[src/sspd_pkg.sv]
`timescale 1ns / 1ps

package sspd_pkg;

    localparam int unsigned MAX_PARAMS = 253;

    localparam logic [7:0] HDR_BYTE = 8'hFF;
    localparam logic [7:0] LEN_MIN  = 8'd2;
    localparam logic [8:0] LEN_MAX  = 9'(MAX_PARAMS + 2);
    localparam logic [7:0] LEN_OVERHEAD = 8'd2;

    localparam logic [7:0] SERVO_ID_RESET = 8'd1;

    localparam logic OP_BYTE    = 1'b0;
    localparam logic OP_TIMEOUT = 1'b1;

    localparam logic [2:0] KIND_PARAM   = 3'd0;
    localparam logic [2:0] KIND_OK      = 3'd1;
    localparam logic [2:0] KIND_BADSUM  = 3'd2;
    localparam logic [2:0] KIND_WRONGID = 3'd3;
    localparam logic [2:0] KIND_BADLEN  = 3'd4;

    typedef enum logic [6:0] {
        PH_HUNT1 = 7'b0000001,
        PH_HUNT2 = 7'b0000010,
        PH_ID    = 7'b0000100,
        PH_LEN   = 7'b0001000,
        PH_ERR   = 7'b0010000,
        PH_PARAM = 7'b0100000,
        PH_CSUM  = 7'b1000000
    } phase_t;

    typedef struct packed {
        logic       op;
        logic [7:0] rx_byte;
    } item_t;

    typedef struct packed {
        logic [2:0] kind;
        logic [7:0] param_byte;
        logic [7:0] param_index;
        logic [7:0] error_flags;
        logic       last;
    } result_t;

    typedef struct packed {
        phase_t     phase;
        logic [7:0] running_sum;
        logic [7:0] params_left;
        logic [7:0] param_count;
        logic [7:0] error_byte;
        logic       id_matched;
    } ctx_t;

    localparam ctx_t CTX_HUNT = '{
        phase:       PH_HUNT1,
        running_sum: 8'd0,
        params_left: 8'd0,
        param_count: 8'd0,
        error_byte:  8'd0,
        id_matched:  1'b0
    };

endpackage

[src/sspd_in_stage.sv]
`timescale 1ns / 1ps

module sspd_in_stage (
    input  logic           aclk,
    input  logic           aresetn,
    input  logic           s_valid,
    output logic           s_ready,
    input  sspd_pkg::item_t s_item,
    input  logic           take,
    output logic           item_valid,
    output sspd_pkg::item_t item
);
    import sspd_pkg::*;

    logic  valid_reg;
    logic  valid_next;
    item_t item_reg;

    assign s_ready    = !valid_reg || take;
    assign item_valid = valid_reg;
    assign item       = item_reg;

    always_comb begin
        if (s_valid && s_ready) begin
            valid_next = 1'b1;
        end else if (take) begin
            valid_next = 1'b0;
        end else begin
            valid_next = valid_reg;
        end
    end

    always_ff @(posedge aclk) begin
        if (!aresetn) begin
            valid_reg <= 1'b0;
        end else begin
            valid_reg <= valid_next;
        end
    end

    always_ff @(posedge aclk) begin
        if (s_valid && s_ready) begin
            item_reg <= s_item;
        end
    end

endmodule

[src/sspd_parser.sv]
`timescale 1ns / 1ps

module sspd_parser (
    input  logic              aclk,
    input  logic              aresetn,
    input  logic              advance,
    input  sspd_pkg::item_t   item,
    input  logic [7:0]        servo_id,
    output logic              res_valid,
    output sspd_pkg::result_t res
);
    import sspd_pkg::*;

    ctx_t       ctx_reg;
    ctx_t       ctx_next;
    logic [7:0] b;
    logic [7:0] sum_plus;

    assign b        = item.rx_byte;
    assign sum_plus = ctx_reg.running_sum + b;

    always_comb begin
        ctx_next  = ctx_reg;
        res_valid = 1'b0;
        res       = '0;
        if (item.op == OP_TIMEOUT) begin
            ctx_next = CTX_HUNT;
        end else begin
            case (ctx_reg.phase)
                PH_HUNT2: begin
                    ctx_next = CTX_HUNT;
                    if (b == HDR_BYTE) begin
                        ctx_next       = ctx_reg;
                        ctx_next.phase = PH_ID;
                    end
                end
                PH_ID: begin
                    // extra header bytes are skipped
                    if (b != HDR_BYTE) begin
                        ctx_next.id_matched  = (b == servo_id);
                        ctx_next.running_sum = b;
                        ctx_next.phase       = PH_LEN;
                    end
                end
                PH_LEN: begin
                    if ({1'b0, b} inside {[{1'b0, LEN_MIN}:LEN_MAX]}) begin
                        ctx_next.params_left = b - LEN_OVERHEAD;
                        ctx_next.running_sum = sum_plus;
                        ctx_next.phase       = PH_ERR;
                    end else begin
                        ctx_next  = CTX_HUNT;
                        res_valid = 1'b1;
                        res.kind  = KIND_BADLEN;
                        res.last  = 1'b1;
                    end
                end
                PH_ERR: begin
                    ctx_next.error_byte  = b;
                    ctx_next.running_sum = sum_plus;
                    ctx_next.param_count = 8'd0;
                    ctx_next.phase       = (ctx_reg.params_left == 8'd0) ? PH_CSUM : PH_PARAM;
                end
                PH_PARAM: begin
                    ctx_next.running_sum = sum_plus;
                    ctx_next.param_count = ctx_reg.param_count + 8'd1;
                    ctx_next.params_left = ctx_reg.params_left - 8'd1;
                    if (ctx_reg.params_left == 8'd1) begin
                        ctx_next.phase = PH_CSUM;
                    end
                    res_valid       = 1'b1;
                    res.kind        = KIND_PARAM;
                    res.param_byte  = b;
                    res.param_index = ctx_reg.param_count;
                    res.error_flags = ctx_reg.error_byte;
                end
                PH_CSUM: begin
                    ctx_next        = CTX_HUNT;
                    res_valid       = 1'b1;
                    res.error_flags = ctx_reg.error_byte;
                    res.last        = 1'b1;
                    if (b != ~ctx_reg.running_sum) begin
                        res.kind = KIND_BADSUM;
                    end else if (!ctx_reg.id_matched) begin
                        res.kind = KIND_WRONGID;
                    end else begin
                        res.kind = KIND_OK;
                    end
                end
                default: begin
                    ctx_next = CTX_HUNT;
                    if (b == HDR_BYTE) begin
                        ctx_next.phase = PH_HUNT2;
                    end
                end
            endcase
        end
    end

    always_ff @(posedge aclk) begin
        if (!aresetn) begin
            ctx_reg <= CTX_HUNT;
        end else if (advance) begin
            ctx_reg <= ctx_next;
        end
    end

endmodule

[src/sspd_out_stage.sv]
`timescale 1ns / 1ps

module sspd_out_stage (
    input  logic              aclk,
    input  logic              aresetn,
    input  logic              load,
    input  sspd_pkg::result_t res,
    input  logic              m_ready,
    output logic              m_valid,
    output sspd_pkg::result_t m_res
);
    import sspd_pkg::*;

    logic    valid_reg;
    logic    valid_next;
    result_t res_reg;

    assign m_valid = valid_reg;
    assign m_res   = res_reg;

    always_comb begin
        if (load) begin
            valid_next = 1'b1;
        end else if (m_ready) begin
            valid_next = 1'b0;
        end else begin
            valid_next = valid_reg;
        end
    end

    always_ff @(posedge aclk) begin
        if (!aresetn) begin
            valid_reg <= 1'b0;
        end else begin
            valid_reg <= valid_next;
        end
    end

    always_ff @(posedge aclk) begin
        if (load) begin
            res_reg <= res;
        end
    end

endmodule

[src/servo_status_packet_deframer_core.sv]
`timescale 1ns / 1ps

// status packet deframer for a half-duplex servo bus
// input channel (s_*): one request per received byte (s_op = 0) or a
//   receive timeout (s_op = 1) that drops any packet in progress
// result channel (m_*): one parameter byte with its index per parameter,
//   then a final status (ok, bad checksum, wrong id, bad length) with last set
// cfg_wr_en / cfg_wr_data write the expected servo id (reset value 1);
//   write only while no request is in flight
// throughput: one request per cycle while m_ready does not stall, set by the single
//   parse step between the input register and the result register
// s_ready stays high while the input register is empty or drains this cycle;
//   a stalled m_ready holds the result and lets one more request wait
//   in the input register before s_ready drops
// reset (aresetn low, synchronous) empties both registers, returns to the
//   header hunt and restores the servo id to 1
module servo_status_packet_deframer_core (
    input  logic       aclk,
    input  logic       aresetn,
    input  logic       s_valid,
    output logic       s_ready,
    input  logic       s_op,
    input  logic [7:0] s_rx_byte,
    output logic       m_valid,
    input  logic       m_ready,
    output logic [2:0] m_kind,
    output logic [7:0] m_param_byte,
    output logic [7:0] m_param_index,
    output logic [7:0] m_error_flags,
    output logic       m_last,
    input  logic       cfg_wr_en,
    input  logic [7:0] cfg_wr_data
);
    import sspd_pkg::*;

    item_t      s_item;
    item_t      item;
    logic       item_valid;
    logic       advance;
    logic       res_valid;
    result_t    res;
    result_t    m_res;
    logic [7:0] servo_id_reg;

    assign s_item.op      = s_op;
    assign s_item.rx_byte = s_rx_byte;

    assign advance = item_valid && (!m_valid || m_ready);

    always_ff @(posedge aclk) begin
        if (!aresetn) begin
            servo_id_reg <= SERVO_ID_RESET;
        end else if (cfg_wr_en) begin
            servo_id_reg <= cfg_wr_data;
        end
    end

    sspd_in_stage u_in (
        .aclk       (aclk),
        .aresetn    (aresetn),
        .s_valid    (s_valid),
        .s_ready    (s_ready),
        .s_item     (s_item),
        .take       (advance),
        .item_valid (item_valid),
        .item       (item)
    );

    sspd_parser u_parser (
        .aclk      (aclk),
        .aresetn   (aresetn),
        .advance   (advance),
        .item      (item),
        .servo_id  (servo_id_reg),
        .res_valid (res_valid),
        .res       (res)
    );

    sspd_out_stage u_out (
        .aclk    (aclk),
        .aresetn (aresetn),
        .load    (advance && res_valid),
        .res     (res),
        .m_ready (m_ready),
        .m_valid (m_valid),
        .m_res   (m_res)
    );

    assign m_kind        = m_res.kind;
    assign m_param_byte  = m_res.param_byte;
    assign m_param_index = m_res.param_index;
    assign m_error_flags = m_res.error_flags;
    assign m_last        = m_res.last;

    a_param_not_last: assert property (@(posedge aclk) disable iff (!aresetn)
        (m_valid && m_kind == KIND_PARAM) |-> !m_last)
        else $error("parameter result marked last");

    a_badlen_clean: assert property (@(posedge aclk) disable iff (!aresetn)
        (m_valid && m_kind == KIND_BADLEN) |->
            (m_error_flags == 8'd0 && m_param_index == 8'd0 && m_param_byte == 8'd0))
        else $error("bad length result carries packet data");

    a_result_from_item: assert property (@(posedge aclk) disable iff (!aresetn)
        $rose(m_valid) |-> $past(item_valid))
        else $error("result appeared without a request");

    a_timeout_silent: assert property (@(posedge aclk) disable iff (!aresetn)
        (advance && item.op == OP_TIMEOUT) |-> !res_valid)
        else $error("timeout produced a result");

endmodule

[config.mk]
export PLATFORM = sky130hd
export DESIGN_NAME = servo_status_packet_deframer_core
export DESIGN_NICKNAME = d
export VERILOG_FILES = /design/src/sspd_pkg.sv /design/src/sspd_in_stage.sv /design/src/sspd_parser.sv /design/src/sspd_out_stage.sv /design/src/servo_status_packet_deframer_core.sv
export SDC_FILE = /design/constraint.sdc
export NUM_CORES = 1
export LEC_CHECK = 0
export BUFFER_PORTS_ARGS = -buffer_cell sky130_fd_sc_hd__buf_2
export CORE_AREA = 2 2 105 107
export DETAILED_ROUTE_END_ITERATION = 7
export DIE_AREA = 0 0 107 109
export PLACE_DENSITY_LB_ADDON = 0.15
export RECOVER_POWER = 50
export SETUP_SLACK_MARGIN = 0.2
export SLEW_MARGIN = 20
export SYNTH_ARGS = -nofsm -noshare
export SYNTH_HDL_FRONTEND = slang
export SYNTH_SLANG_ARGS = --single-unit
[constraint.sdc]
create_clock -name aclk -period 3.97 [get_ports aclk]
set_clock_uncertainty 0.15 [all_clocks]
set_input_delay 0.5955 -clock aclk [delete_from_list [all_inputs] [get_ports aclk]]
set_output_delay 0.5955 -clock aclk [all_outputs]
set_load 0.02 [all_outputs]
==> flow_summary.ini <==
[run_status]
status = completed

[clock_network]
clockBufferDepth = 2
cts_hold_buf = 0
cts_setup_buffers = 0
htreeDepth = 3
clkTransAtPathRegs_ps = 100
clock-sinks = 87
clock_latency_ps = 360
ctsRootBufferMaster = clkbuf_8
cts_tree = built
cts_resized = 0
cts_inserted_buffers = 9

[timing]
fin_crit_sh_pct = 71.5
tns_ps = 0
finalCriticalPeriod_ps = 2840
rsz0062_at_grt = false
maxSlewHeadroom_pct = 24.2
hold_viol = 0
worst_slew_pin_slew_ps = 1140
fmax_mhz = 352
setup_violations = 0
hold_ws_ps = 252
drv_slew = 0

[yosys]
syn_nets = 488
synth_warnings = 0
synth_cells = 454
synth.avg_cell_area_um2 = 9.97
synth_edf_count = 37
ys_types = 70
ys_seq_elements = 87
synth_flop_cell = dfxtp_1
ys_seq_area_share_pct = 46.6
syn_area_um2 = 4530
synthArstFlopShare_pct = 0

[worst_setup_path]
cp_slowest_cell = edfxtp_1
slowest_delay_ps = 600
critical_path_required_ps = 3840
cp_max_fo = 29
path_class = reg2reg
cp-start-kind = register
cp.arrival_ps = 2710
crit_chain = nor4_4, nand2_1, o32a_1, a211oi_4, buf_4
cp-end-kind = register

[layout]
mostFrequentLayoutCells = dfxtp_1 (50), nor2_1 (38), nand2_1 (37), edfxtp_1 (37), clkbuf_1 (33)
drive_gt1_share_pct = 10.8
n_antenna_cell = 0
largest_register_ffs = 40
nets = 522
area_delta_synth_final_pct = 9.15
mostFrequentLayoutCell = dfxtp_1

[detailed_routing]
wl_per_cell_um = 16.2
drt_first_pass_iters = 5
ant_nets = 0
via_count = 3380
routed_wl_mm = 10.3
drc = 0
viasPerCell = 5.34
drt_iter0_drc = 196

[placement]
port_buffers = 51
place.gp.congestion = 0.879
dpl.hpwl_mm = 7.39

[flow_run]
drv_cap = 0

[die]
die-width_um = 107
core_um2 = 10600
io_pins = 52
initial_core_util_pct = 42.7
die_h_um = 109
die_area_um2 = 11700
fp-row-count = 38

[global_route]
grt_pass1_vias = 3214
grt-ovfl-total = 0
grt_max_degree = 30
grt_pass1_wl_mm = 17.0
grt_usage_pct = 18.7
antenna_found_initial = 0

[power]
p_leak_nw = 1.75
total_power_w = 0.00169
peakVddDrop_uv = 149
powerDensity_nw_per_um2 = 342

[hold_path]
min_path_type = in2reg
-- synthesized netlist by cell type, drive strengths merged (10+ instances only) --
| cell type | instances | area share [%] |
|---|---|---|
| mux2i | 10 | 2.2 |
| nand3 | 22 | 2.4 |
| buf | 22 | 3.4 |
| nand2 | 38 | 3.3 |
| dfxtp | 50 | 22 |
| a22oi | 12 | 2.1 |
| o21ai | 24 | 2.7 |
| nor2 | 39 | 3.3 |
| xor2 | 16 | 3.1 |
| xnor2 | 13 | 2.5 |
| edfxtp | 37 | 25 |
| ha | 11 | 3.0 |
| a21oi | 18 | 2.0 |
| and2 | 29 | 4.0 |
-- worst max-delay path: cells and delay by family, from the launching register on --
kind / cells / cell delay [ps]
AO/OA/AOI/OAI: 2 / 700
buffers and inverters: 1 / 370
flip-flops: 1 / 600
AND/OR/NAND/NOR: 2 / 670
-- routing by layer --
layer  vias up  GRT usage (%)  part of all wire, %
li1       1709              -                    -
met1      1579           26.6                   48
met2        77           29.2                   45
met3        15           2.63                  5.0
met4         0           6.49                  1.5
met5         -              0                    0
-- worst paths after layout --
check	startpoint	endpoint	slack, ps	cells after the start
min	s_rx_byte[4]	u_in.item[4]	250	1
max reg2reg	u_in.item[4]	u_out.m_res[14]	1130	5
min reg2reg	u_parser.ctx_reg[1]	u_parser.ctx_reg[1]	310	2
max	u_in.item[4]	u_out.m_res[14]	1130	5
-- logic make-up (layout without fill, tap and decap cells) --
| kind of cell | after synthesis | count (layout) | synth area share [%] |
|---|---|---|---|
| AO/OA/AOI/OAI | 93 | 93 | 14.7 |
| XOR/XNOR | 29 | 29 | 5.61 |
| adder cells (fa/ha/maj) | 12 | 12 | 3.48 |
| buffers and inverters | 38 | 77 | 4.75 |
| flip-flops | 87 | 87 | 46.6 |
| multiplexers | 10 | 10 | 2.21 |
| AND/OR/NAND/NOR | 185 | 185 | 22.6 |
-- power by group --
part / switching [W] / leakage [nW] / internal [W]
Combinational: 0.0000636 / 0.910 / 0.0000415
Sequential: 0.0000358 / 0.743 / 0.000942
Clock: 0.000362 / 0.0980 / 0.000248
Total: 0.000461 / 1.75 / 0.00123
-- stage by stage --
| step | util (%) | area [um^2] | worst slack [ps] | std cells |
|---|---|---|---|---|
| floorplan | - | 4530 | 659 | 454 |
| global placement | 45.3 | 4800 | 1230 | 617 |
| global route | 46.6 | 4940 | 965 | 633 |
| finish | 46.6 | 4940 | 1130 | 633 |
| detailed placement | 45.3 | 4800 | 1170 | 617 |
| CTS | 47.1 | 4990 | 1130 | 633 |
-- cell type report --
| type | count | area (um^2) |
|---|---|---|
| sequential | 87 | 2110 |
| multi-input combinational | 329 | 2210 |
| clock buffer | 9 | 124 |
| tap | 140 | 175 |
| timing repair buffer | 53 | 226 |
| fill | 1004 | 5660 |
| inverter | 8 | 30.0 |
| clock inverter | 7 | 67.6 |
(Power assumes the default switching activity.)
